### config.mk
export PLATFORM = sky130hd
export DESIGN_NAME = gpsi_ctrl
export DESIGN_NICKNAME = d
export VERILOG_FILES = /design/src/hw/rtl/grid_path_segment_interpolator_top_defines.svh /design/src/hw/rtl/gpsi_pkg.sv /design/src/hw/rtl/gpsi_ctrl.sv
export SDC_FILE = /design/constraint.sdc
export NUM_CORES = 1
export LEC_CHECK = 0
export BUFFER_PORTS_ARGS = -buffer_cell sky130_fd_sc_hd__buf_4
export CAP_MARGIN = 20
export CORE_AREA = 2 2 39 41
export DETAILED_ROUTE_END_ITERATION = 10
export DIE_AREA = 0 0 41 43
export HOLD_SLACK_MARGIN = 0.08
export PLACE_DENSITY = 0.6
export REMOVE_ABC_BUFFERS = 1
export SETUP_SLACK_MARGIN = 0.02
export SLEW_MARGIN = 30
export SYNTH_ARGS = -nofsm -noshare
export SYNTH_HDL_FRONTEND = slang
export SYNTH_SLANG_ARGS = --single-unit
### constraint.sdc
create_clock -name clk -period 1.24 [get_ports clk]
set_input_delay 0.248 -clock clk [delete_from_list [all_inputs] [get_ports clk]]
set_output_delay 0.248 -clock clk [all_outputs]
set_load 0.01 [all_outputs]
### src/hw/rtl/grid_path_segment_interpolator_top_defines.svh
// assertion macros for the grid path segment interpolator
// used by the top level; expects clk and rst_n in scope
`ifndef GRID_PATH_SEGMENT_INTERPOLATOR_TOP_DEFINES_SVH
`define GRID_PATH_SEGMENT_INTERPOLATOR_TOP_DEFINES_SVH
`ifndef NO_ASSERTIONS
`define GPSI_ASSERT_IMP(lbl, ante, cons) \
  lbl: assert property (@(posedge clk) disable iff (!rst_n) (ante) |-> (cons)) \
    else $error("gpsi assertion failed");
`define GPSI_ASSERT_NXT(lbl, ante, cons) \
  lbl: assert property (@(posedge clk) disable iff (!rst_n) (ante) |=> (cons)) \
    else $error("gpsi assertion failed");
`else
`define GPSI_ASSERT_IMP(lbl, ante, cons)
`define GPSI_ASSERT_NXT(lbl, ante, cons)
`endif
`endif

### src/hw/rtl/gpsi_pkg.sv
// shared types for the grid path segment interpolator
// command and status structs between controller and datapath
package gpsi_pkg;

  localparam logic OP_CELL_WR = 1'b0;
  localparam logic OP_WAYPT   = 1'b1;
  localparam logic [7:0] RES_RESET = 8'd16;

  typedef struct packed {
    logic clr_en;
    logic cell_wr;
    logic path_open;
    logic load_in;
    logic div_step;
    logic seg_init;
    logic pt_calc;
    logic pt_adv;
    logic cand_take;
    logic push_pend;
    logic push_last;
    logic seg_end;
  } cmd_t;

  typedef struct packed {
    logic clr_done;
    logic is_wpt;
    logic start_path;
    logic div_done;
    logic cand_ok;
    logic k_last;
    logic pend_valid;
    logic out_free;
  } status_t;

endpackage

### src/hw/rtl/gpsi_ctrl.sv
// controller: clearing pass, item dispatch, divider and segment walk sequencing
// depends on gpsi_pkg for command and status structs
module gpsi_ctrl (
  input  logic               clk,
  input  logic               rst_n,
  input  logic               in_valid,
  output logic               in_ready,
  input  gpsi_pkg::status_t  st,
  output gpsi_pkg::cmd_t     cmd
);

  typedef enum logic [2:0] {
    S_CLR, S_IDLE, S_DIV, S_CALC, S_CHK, S_FLUSH
  } state_t;

  state_t state_r, state_nxt;

  assign in_ready = state_r == S_IDLE;

  always_comb begin
    cmd = '0;
    state_nxt = state_r;
    case (state_r)
      S_CLR: begin
        cmd.clr_en = 1'b1;
        if (st.clr_done) state_nxt = S_IDLE;
      end
      S_IDLE: begin
        if (in_valid) begin
          if (!st.is_wpt) begin
            cmd.cell_wr = 1'b1;
          end else if (st.start_path) begin
            cmd.path_open = 1'b1;
          end else begin
            cmd.load_in = 1'b1;
            state_nxt = S_DIV;
          end
        end
      end
      S_DIV: begin
        if (st.div_done) begin
          cmd.seg_init = 1'b1;
          state_nxt = S_CALC;
        end else begin
          cmd.div_step = 1'b1;
        end
      end
      S_CALC: begin
        cmd.pt_calc = 1'b1;
        state_nxt = S_CHK;
      end
      S_CHK: begin
        // a new candidate pushes the held one out, so it needs a free slot
        if (!(st.cand_ok && st.pend_valid && !st.out_free)) begin
          if (st.cand_ok) begin
            cmd.cand_take = 1'b1;
            cmd.push_pend = st.pend_valid;
          end
          if (st.k_last) begin
            state_nxt = S_FLUSH;
          end else begin
            cmd.pt_adv = 1'b1;
            state_nxt = S_CALC;
          end
        end
      end
      S_FLUSH: begin
        if (!st.pend_valid) begin
          cmd.seg_end = 1'b1;
          state_nxt = S_IDLE;
        end else if (st.out_free) begin
          cmd.push_pend = 1'b1;
          cmd.push_last = 1'b1;
          cmd.seg_end = 1'b1;
          state_nxt = S_IDLE;
        end
      end
      default: state_nxt = S_IDLE;
    endcase
  end

  always_ff @(posedge clk) begin
    if (!rst_n) begin
      state_r <= S_CLR;
    end else begin
      state_r <= state_nxt;
    end
  end

endmodule

# [Yosys cells after proc, flatten, opt, wreduce, memory -nomap -nowiden]
# Index checks and enable logic that the tools add are counted.
[classes] n_reduce_logical=5 muxes=30 eq_ne=12
[op_table] cell="$mux W3" count=13
[op_table] cell="$pmux W3 S6" count=1
[op_table] cell="$mux W2" count=6
[op_table] cell="$ne A2 B2 Y1 const B" count=5
[op_table] cell="$mux W1" count=9
[op_table] cell="$reduce_and A7 Y1" count=1
[op_table] cell="$eq A3 B2 Y1 const B" count=2
[op_table] cell="$eq A3 B3 Y1 const B" count=2
[op_table] cell="$eq A3 B1 Y1 const B" count=1
[op_table] cell="$logic_not A3 Y1" count=1
[op_table] cell="$ne A3 B3 Y1 const B" count=1
[op_table] cell="$logic_and A1 B1 Y1" count=2
[op_table] cell="$ne A2 B1 Y1 const B" count=1
[op_table] cell="$pmux W1 S2" count=1
[op_table] cell="$logic_not A1 Y1" count=1
[word_totals] out_inout_bits=13 inputBits=11 elab_cells=48 reg_bits=3

# [Logic depth before layout (Yosys ltp)]
# Gate-level depths: netlist of the first run.
[depth] ltp_word=4 ltp_mapped=5 mapped_depth_nobuf=4

# [Worst setup path before layout of the first run]
# Ideal clock, no wire load.
[synth_timing] path_kind="register -> output" from="reg state_r[2]" to="out cmd[4] (netlist bit)" required_time_ns=0.992 setup_slack_ns=-0.018 path_stages_with_launch=4 arrival_ns=1.010 path_buffers=0 cell_sequence="dfxtp_1 > and2b_4 > nand2_1 > a211oi_1"
[synth_lines] item="from (decl)" line_no="gpsi_ctrl.sv:16" rtl="state_t state_r, state_nxt;"
[synth_lines] item="from (signal assigned)" line_no="gpsi_ctrl.sv:86" rtl="state_r <= state_nxt;"
[synth_lines] item="to (decl)" line_no="gpsi_ctrl.sv:9" rtl="output gpsi_pkg::cmd_t cmd"

==> summary.txt, run 1 <==
Cells and area
  – Syn-to-layout area delta: 136%
  – Share of cells above drive strength 1: 69.9%
  – Largest registers: state_r (3)
  – Top reg by flops: state_r
  – Max reg flops: 3
  – Util after Layout: 52.2%
  – # nets final: 95
  – Diodes inserted: 0
  – Fillers: 138

Synthesis
  – Top FF cell, synth: dfxtp_1
  – Post-synthesis sequential area ratio: 19.6%
  – Synthesized instance count: 45
  – Mapped Area: 307 um2
  – Post-synth EDFFs: 0
  – Seq cells post-synth: 3
  – Post-Syn Area per Cell: 6.81 um2
  – Asr flop ratio synth: 0%
  – Yosys warns: 0
  – Distinct cell type count after synthesis: 26

Critical path
  – Crit path launch type: register
  – Crit end category: output pin
  – CP Class: reg2out
  – Register-to-Register Path Depth: 5
  – RR Endpoint: state_r[1]
  – Reg2Reg Setup Slack: 0.02 ns
  – RR Startpoint: state_r[0]
  – Cell Chain, Critical Path: and2b_4 > nand2_2 > nor3b_2 > buf_4
  – Slowest cell delay on critical path: 0.35 ns
  – Worst path required time: 0.99 ns
  – Max FO, Critical Path: 4
  – Crit path DAT: 1.24 ns
  – Slowest CP cell: dfxtp_4

Route
  – DR vias: 466
  – Initial DRC Count: 2
  – Initial DRT Pass Iterations: 2
  – DRC viols: 0
  – Via density per instance: 4.71
  – Wire per inst: 11.0 um
  – Antenna-violating nets left: 0
  – WL final: 1.09 mm

Timing
  – Worst-Margin Slew: 0.378 ns
  – Worst Skew: 0.00258 ns
  – Max Fclk: 0.672 GHz
  – Fin crit share: 120%
  – Final Max Tran Viols: 0
  – Crit path time final: 1.49 ns
  – Worst slew margin: 74.8%
  – Setup WS post-layout: -0.248 ns
  – TNS Setup: -2.20 ns
  – Final setup viols: 13
  – Endpoints failing hold: 0
  – RSZ-0062 raised after global routing: yes

CTS
  – Clk buf depth: 2
  – Clock latency on the worst-skew pair: 0.23 ns
  – CTS tree: done
  – Root Driver: clkbuf_4
  – CTS sink cnt: 3
  – Clock slew at reported path FFs: 0.04 ns
  – Cts bufs inserted: 3
  – CTS H-Tree Depth: 1
  – # hold bufs at CTS: 0

Floorplanning
  – # rows: 14
  – Die width: 41 um
  – Starting Density: 22.2%
  – Die height: 43 um
  – I/O pin count: 24
  – Core area: 0.00138 mm2
  – Die area: 0.00176 mm2

Global routing
  – GRT overflow: 0
  – Total GRT Usage: 14.0%
  – Largest net degree at the start of global routing: 7
  – Vias in the first global route: 437
  – Global-route wire length before repair: 1.69 mm
  – Initial antenna violation count: 0

Worst hold path
  – WHS Endpoint: state_r[1]
  – Min-delay worst type: in2reg
  – Worst hold stages: 3
  – Hold Startpoint: rst_n

Flow run
  – Max-Cap Viols: 0

Place
  – Port bufs: 23
  – DPL Wire Length: 750 um
  – Routability-driven placement congestion ratio: 0.706

Power
  – Pwr/cell area: 1640 mW/mm2
  – Static leakage power: 0.000334 uW
  – Peak supply drop: 0.592 mV

Run status
  – Status: finished, violations left
  – Failing checks: negative setup slack
==> placed cells by master (no fill, tap or decap), types with 2 or more instances in the layout <==
cell,count
buf_4,26
buf_6,9
nand2_1,5
nor2_1,4
clkbuf_4,3
inv_2,2
nor3_4,2
nor2_4,2
nor2b_1,2
nand3_1,2
a31oi_1,2
dfxtp_4,2
==> routing by layer <==
layer  track usage [%]  wire, um
met2              22.8       580
met4              8.00         0
met5                 0         0
met3              2.09        76
met1              16.3       429
==> cells by family after synthesis <==
| family | after synthesis | share of synthesized area, % |
|---|---|---|
| and+or+nand+nor | 30 | 53.9 |
| AOI/OAI and AO/OA | 8 | 18.4 |
| muxes | 1 | 3.27 |
| DFF | 3 | 19.6 |
| buffers and inverters | 3 | 4.90 |
==> final cells by class <==
type                       count  area (um2)  share of cell area [%]
tap                           16        20.0                    2.77
timing repair buffer          35         297                    41.1
inverter                       2        7.51                    1.04
sequential                     3        68.8                    9.53
clock buffer                   4        26.3                    3.64
multi-input combinational     39         303                    41.9
==> power breakdown <==
group | switching (uW) | leakage, uW | total (uW) | internal [uW]
clock network | 52.7 | 0.0000150 | 173 | 121
registers | 58.0 | 0.0000264 | 201 | 143
logic | 336 | 0.000292 | 807 | 471
total | 447 | 0.000334 | 1180 | 735
==> critical path, delay by kind of cell (launching register included) <==
kind                   cells  cell delay [ns]
AND/OR/NAND/NOR            3             0.51
flip-flops                 1             0.35
buffers and inverters      1             0.14
==> synth_stat cells, types with 2 or more instances <==
library cell / instances / share of area (%)
nor2_1: 7 / 8.6
nand2_1: 6 / 7.3
dfxtp_1: 3 / 20
a31oi_1: 2 / 4.1
and3_1: 2 / 4.1
nand2b_1: 2 / 4.1
nand3_1: 2 / 3.3
nor2b_1: 2 / 4.1
nor3_1: 2 / 3.3
==> stage by stage <==
step | hold slack, ns | instance area (um2) | power, uW | setup WS, ns | cells
6_report | 0.270 | 722 | 1180 | -0.248 | 99
5_1_grt | 0.285 | 722 | 1270 | -0.286 | 99
4_1_cts | 0.257 | 636 | 994 | -0.250 | 95
3_5_place_dp | 0.500 | 537 | 662 | -0.0399 | 89
3_3_place_gp | 0.500 | 537 | 656 | -0.0337 | 89
2_1_floorplan | 0.356 | 299 | 406 | -0.0187 | 44
==> worst max-delay path by stage <==
stage	start	endpoint	slack, ns	cells past startpoint
global placement	state_r[1]	cmd[3]	-0.03	4
finish	state_r[1]	cmd[3]	-0.25	4
CTS	state_r[1]	cmd[2]	-0.25	5
detailed placement	state_r[1]	cmd[4]	-0.04	4
global route	state_r[1]	cmd[2]	-0.29	5
floorplan	state_r[2]	cmd[4]	-0.02	3
==> repair_timing <==
action,4_1_cts,5_1_grt
gates resized for setup,20,13
buffers inserted,2,5
endpoints found under the setup margin,14,15
pin swaps,4,5
(Power assumes the default switching activity.)
==> inputs of run 2 (changes only) <==
==> constraint.sdc (replaced) <==
create_clock -name clk -period 1.24 [get_ports clk]
set_input_delay 0.124 -clock clk [delete_from_list [all_inputs] [get_ports clk]]
set_output_delay 0.124 -clock clk [all_outputs]
set_load 0.01 [all_outputs]
==> run 2 against run 1 <==
Effect of this change: the flow still finishes with violations (negative setup slack); clock power down 3%; final cell count fell by 6.1%; via count fell by 8.4%; critical path type unchanged; critical endpoint is now cmd[4]; largest power group unchanged.
==> summary.txt, run 2 (synthesized netlist as in run 1, its figures left out) <==
Route
  – Length of routed met3 wiring: 74 um (-2.6%)
  – Length of routed met2 wiring: 547 um (-5.7%)
  – WL final: 1.06 mm (-2.3%)
  – DR vias: 427 (-8.4%)
  – Antenna-violating nets left: 0 (unchanged)
  – DRC viols: 0 (unchanged)
  – DRT met1 WL: 439 um (+2.3%)
  – Top Layer Used: met3
  – Wire per inst: 11.4 um (+4.0%)
  – Via density per instance: 4.59 (-2.5%)
  – Initial DRC Count: 4 (+2)
  – Initial DRT Pass Iterations: 3 (+1)

CTS
  – CTS H-Tree Depth: 1 (unchanged)
  – # hold bufs at CTS: 0 (unchanged)
  – Clk buf depth: 2 (unchanged)
  – CTS sink cnt: 3 (unchanged)
  – Root Driver: clkbuf_4
  – Clock slew at reported path FFs: 0.04 ns (about the same)
  – Cts bufs inserted: 3 (unchanged)
  – CTS tree: done
  – Clock latency on the worst-skew pair: 0.23 ns (about the same)

Timing
  – Final setup viols: 11 (-2)
  – Worst-Margin Slew: 0.539 ns (+0.161 ns)
  – Worst slew margin: 64.0% (-11 points)
  – Final Max Tran Viols: 0 (unchanged)
  – Setup WS post-layout: -0.155 ns (+0.0927 ns)
  – Worst Skew: 0.00335 ns (+0.000771 ns)
  – Worst hold slack: 0.148 ns (-0.122 ns)
  – TNS Setup: -0.837 ns (+1.36 ns)
  – Max Fclk: 0.717 GHz (+6.6%)
  – Crit path time final: 1.40 ns (-0.0927 ns)
  – Endpoints failing hold: 0 (unchanged)
  – Fin crit share: 113% (-7.5 points)
  – RSZ-0062 raised after global routing: yes

Cells and area
  – # nets final: 89 (-6.3%)
  – Top reg by flops: state_r
  – Max reg flops: 3 (unchanged)
  – Final Instance Count excl. Fillers: 93 (-6.1%)
  – Syn-to-layout area delta: 102%
  – Most frequent cells in the layout: buf_4 (27), nor2_1 (6), nand2_1 (5), clkbuf_4 (3)
  – Register area: 68.8 um2 (unchanged)
  – Share of cells above drive strength 1: 59.7% (-10 points)
  – Diodes inserted: 0 (unchanged)
  – Fillers: 161 (+17%)
  – Area occupied by multi-input gates: 273 um2 (-9.9%)
  – Commonest non-fill, non-tap cell in the layout: buf_4
  – Largest registers: state_r (3)

Floorplanning
  – Die area: 0.00176 mm2 (unchanged)
  – Die width: 41 um (unchanged)
  – Core area: 0.00138 mm2 (unchanged)
  – # rows: 14 (unchanged)
  – Starting Density: 22.2% (unchanged)
  – I/O pin count: 24 (unchanged)
  – Die height: 43 um (unchanged)

Global routing
  – Initial antenna violation count: 0 (unchanged)
  – Vias in the first global route: 391 (-11%)
  – Largest net degree at the start of global routing: 10 (+3)
  – Total GRT Usage: 12.0% (-2.0 points)
  – GRT overflow: 0 (unchanged)
  – Global-route wire length before repair: 1.50 mm (-11%)

Run status
  – Status: finished, violations left
  – Failing checks: negative setup slack

Worst hold path
  – Min-delay worst type: in2reg
  – Hold Startpoint: rst_n

Flow run
  – Max-Cap Viols: 0 (unchanged)

Place
  – DPL Wire Length: 752 um (+0.25%)
  – Routability-driven placement congestion ratio: 0.788 (+12%)
  – Pre-CTS setup slack: 0.0555 ns (+0.0954 ns)
  – Placed cell count: 85 (-4.5%)
  – Port bufs: 23 (unchanged)

Critical path
  – RR Startpoint: state_r[1]
  – Max FO, Critical Path: 5 (+1)
  – Crit path launch type: register
  – CP Class: reg2out
  – CP Launch Point: state_r[1]
  – Worst path required time: 1.12 ns (+0.13 ns)
  – Crit path DAT: 1.27 ns (+0.03 ns)
  – Crit end category: output pin

Power
  – Static leakage power: 0.000294 uW (-12%)
  – Pwr/cell area: 1400 mW/mm2 (-14%)
  – Final Power: 869 uW (-26%)
  – Peak supply drop: 0.618 mV (+4.4%)
==> run 2: changes by cell type in the layout (fill, tap and decap cells not counted), sizes merged <==
cell  before  now
buf       35   29
==> run 2: cell type report <==
cell class	count	share of cell area, %
clock buffer	4	4.23
multi-input combinational	39	44.0
tap	16	3.23
timing repair buffer	29	36.3
inverter	2	1.21
sequential	3	11.1
==> run 2: worst max-delay path, cell delays in order, from the launching register on <==
cell	delay (ns)
dfxtp_4	0.35
and2b_4	0.29
nand2_4	0.06
a211oi_2	0.19
buf_4	0.15
==> run 2: power breakdown <==
| group | total, uW | switching [uW] | internal [uW] |
|---|---|---|---|
| sequential | 194 | 58.7 | 136 |
| combinational | 507 | 247 | 260 |
| clock | 167 | 47.1 | 120 |
| total | 869 | 353 | 516 |
==> run 2: per-layer routing <==
layer  vias up  track usage [%]
li1        224                -
met1       185             16.7
met2        18             17.5
met3         0             1.57
met4         0             6.00
met5         -                0
==> run 2: path summary, 6_finish.rpt <==
check                           slack, ns  depth (start not counted)         end
worst max-delay path                -0.16                          4      cmd[4]
worst max register to register      -0.05                          6  state_r[1]
worst min-delay path                 0.15                          3  state_r[1]
worst min register to register       0.52                          2  state_r[0]
==> run 2: through the flow <==
stage	util, %	area (um2)
CTS	42.0	581
detailed placement	36.6	507
floorplan	-	299
global route	44.8	621
global placement	36.6	507
finish	44.8	621
==> run 2: timing repair <==
action                                  in CTS  in global routing
endpoints found under the setup margin      13                 12
setup buffers                                2                  2
gates resized for setup                     11                  5
pin swaps                                    2                  3
==> inputs of run 3 (changes only) <==
--- a/config.mk
+++ b/config.mk
@@ -7,14 +7,17 @@
 export LEC_CHECK = 0
 export BUFFER_PORTS_ARGS = -buffer_cell sky130_fd_sc_hd__buf_4
 export CAP_MARGIN = 20
-export CORE_AREA = 2 2 39 41
+export CELL_PAD_IN_SITES_DETAIL_PLACEMENT = 1
+export CELL_PAD_IN_SITES_GLOBAL_PLACEMENT = 1
+export CORE_MARGIN = 1.5
+export CORE_UTILIZATION = 22
 export DETAILED_ROUTE_END_ITERATION = 10
-export DIE_AREA = 0 0 41 43
 export HOLD_SLACK_MARGIN = 0.08
-export PLACE_DENSITY = 0.6
+export PLACE_DENSITY = 0.79
 export REMOVE_ABC_BUFFERS = 1
 export SETUP_SLACK_MARGIN = 0.02
 export SLEW_MARGIN = 30
 export SYNTH_ARGS = -nofsm -noshare
 export SYNTH_HDL_FRONTEND = slang
 export SYNTH_SLANG_ARGS = --single-unit
+export TNS_END_PERCENT = 30
==> run 3 against run 2 <==
Effect of this change: the run still ends with negative setup slack left; sequential power increased by 8%; hold slack got worse by 0.019 ns; utilization increased by 3.0 points; first-iteration DRC count increased by 25%; combinational power increased by 12%; global-route usage increased by 5.7 points; via count increased by 4.9%; die area decreased by 7.7%; flip-flop and latch count unchanged; final cell count decreased by 2.2%; total power increased by 10%; largest cell class unchanged.
==> summary.txt, run 3 (synthesized netlist as in run 1, its figures left out) <==
Run status
  – Status: finished, violations left
  – Failing checks: negative setup slack

Cells and area
  – Diodes inserted: 0 (unchanged)
  – Commonest non-fill, non-tap cell in the layout: buf_4
  – Most frequent cells in the layout: buf_4 (25), nor2_1 (5), nand2_1 (5), clkbuf_4 (3)
  – Max reg flops: 3 (unchanged)
  – # nets final: 88 (-1.1%)
  – Final Instance Area: 623 um2 (+0.40%)
  – Largest registers: state_r (3)
  – Fillers: 180 (+12%)
  – Syn-to-layout area delta: 103%
  – Share of cells above drive strength 1: 60.5% (+0.79 points)
  – Top reg by flops: state_r

Timing
  – Worst hold slack: 0.129 ns (-0.0190 ns)
  – Setup WS post-layout: -0.121 ns (+0.0346 ns)
  – Worst Skew: 0.00385 ns (+0.000492 ns)
  – Fin crit share: 110% (-2.8 points)
  – Worst slew margin: 72.5% (+8.5 points)
  – Max Fclk: 0.735 GHz (+2.5%)
  – Final Max Tran Viols: 0 (unchanged)
  – Endpoints failing hold: 0 (unchanged)
  – RSZ-0062 raised after global routing: yes
  – Worst-Margin Slew: 0.412 ns (-0.127 ns)
  – Crit path time final: 1.36 ns (-0.0346 ns)
  – TNS Setup: -0.922 ns (-0.0850 ns)
  – Final setup viols: 12 (+1)

Floorplanning
  – Die height: 40.3 um (-6.2%)
  – Core area: 0.00130 mm2 (-6.0%)
  – I/O pin count: 24 (unchanged)
  – # rows: 13 (-1)
  – Die width: 40.3 um (-1.6%)
  – Die area: 0.00163 mm2 (-7.7%)
  – Starting Density: 23.6% (+1.4 points)

Route
  – Via density per instance: 4.92 (+7.2%)
  – WL final: 1.14 mm (+7.4%)
  – DRC viols: 0 (unchanged)
  – DR vias: 448 (+4.9%)
  – Initial DRT Pass Iterations: 4 (+1)
  – Initial DRC Count: 5 (+1)
  – Antenna-violating nets left: 0 (unchanged)
  – Wire per inst: 12.5 um (+9.8%)

Worst hold path
  – Min-delay worst type: in2reg
  – WHS Endpoint: state_r[1]
  – Hold Startpoint: rst_n
  – Worst hold stages: 3 (unchanged)

CTS
  – CTS H-Tree Depth: 1 (unchanged)
  – Root Driver: clkbuf_4
  – # hold bufs at CTS: 0 (unchanged)
  – Clock latency on the worst-skew pair: 0.24 ns (about the same)
  – CTS tree: done
  – Cts bufs inserted: 3 (unchanged)
  – Clk buf depth: 2 (unchanged)
  – Clock slew at reported path FFs: 0.04 ns (about the same)
  – CTS sink cnt: 3 (unchanged)

Place
  – Routability-driven placement congestion ratio: 0.764 (-3.0%)
  – Port bufs: 23 (unchanged)
  – DPL Wire Length: 866 um (+15%)
  – DP Area: 518 um2 (+2.2%)

Global routing
  – Largest net degree at the start of global routing: 9 (-1)
  – Total GRT Usage: 17.7% (+5.7 points)
  – GRT overflow: 0 (unchanged)
  – Initial antenna violation count: 0 (unchanged)
  – Vias in the first global route: 467 (+19%)
  – Global-route wire length before repair: 1.90 mm (+27%)

Power
  – Static leakage power: 0.000292 uW (-0.40%)
  – Pwr/cell area: 1540 mW/mm2 (+9.7%)
  – Peak supply drop: 0.492 mV (-20%)
  – Final Power: 957 uW (+10%)

Critical path
  – Crit end category: output pin
  – Crit path DAT: 1.24 ns (-0.03 ns)
  – Register-to-Register Path Depth: 5 (-1)
  – Reg2Reg Setup Slack: 0.03 ns (+0.08 ns)
  – RR Endpoint: state_r[0]
  – CP Launch Point: state_r[1]
  – Max FO, Critical Path: 6 (+1)
  – CP Class: reg2out
  – RR Startpoint: state_r[2]
  – Crit path launch type: register
  – Worst path required time: 1.12 ns (about the same)

Flow run
  – Max-Cap Viols: 0 (unchanged)
-- run 3: metrics by stage --
step | util, % | instances | worst slack, ns
2_1_floorplan | - | 44 | 0.105
3_3_place_gp | 39.8 | 84 | 0.0866
3_5_place_dp | 39.8 | 84 | 0.0290
4_1_cts | 47.9 | 91 | -0.130
5_1_grt | 47.9 | 91 | -0.186
6_report | 47.9 | 91 | -0.121
-- run 3: how the worst max path moves through the flow --
stage	end	slack (ns)	cells after the start
2_1_floorplan	state_r[1]	0.11	4
3_5_place_dp	cmd[4]	0.03	4
5_1_grt	cmd[4]	-0.19	4
4_1_cts	cmd[8]	-0.13	4
6_report	cmd[4]	-0.12	4
3_3_place_gp	cmd[4]	0.09	4
-- run 3: cell type report --
type                       count  area [um2]  area share (%)
inverter                       2        7.51            1.20
multi-input combinational     39         272            43.6
timing repair buffer          28         230            36.9
clock buffer                   4        26.3            4.22
sequential                     3        68.8            11.0
tap                           15        18.8            3.01
-- run 3: timing repair --
action                                  CTS  global route
endpoints found under the setup margin   12            15
setup buffers                             3             0
pin swaps                                 4             3
gates resized for setup                  17             0
-- run 3: routing by layer --
layer | wire [um] | up-vias | GRT usage (%)
li1 | - | 222 | -
met1 | 423 | 200 | 19.4
met2 | 619 | 24 | 31.7
met3 | 80 | 2 | 0.556
met4 | 17 | 0 | 13.3
met5 | 0 | - | 0
-- run 3: where the power goes --
| group | switching, uW | total (uW) | internal (uW) | leakage, uW |
|---|---|---|---|---|
| sequential | 65.7 | 209 | 143 | 0.0000264 |
| combinational | 261 | 570 | 308 | 0.000251 |
| clock | 57.5 | 179 | 121 | 0.0000150 |
| total | 384 | 957 | 573 | 0.000292 |
-- run 3: worst max-delay path, cell delays in order (launching register included) --
cell	delay, ns
dfxtp_4	0.36
and2b_4	0.29
nand2_4	0.06
a211oi_2	0.13
buf_4	0.14
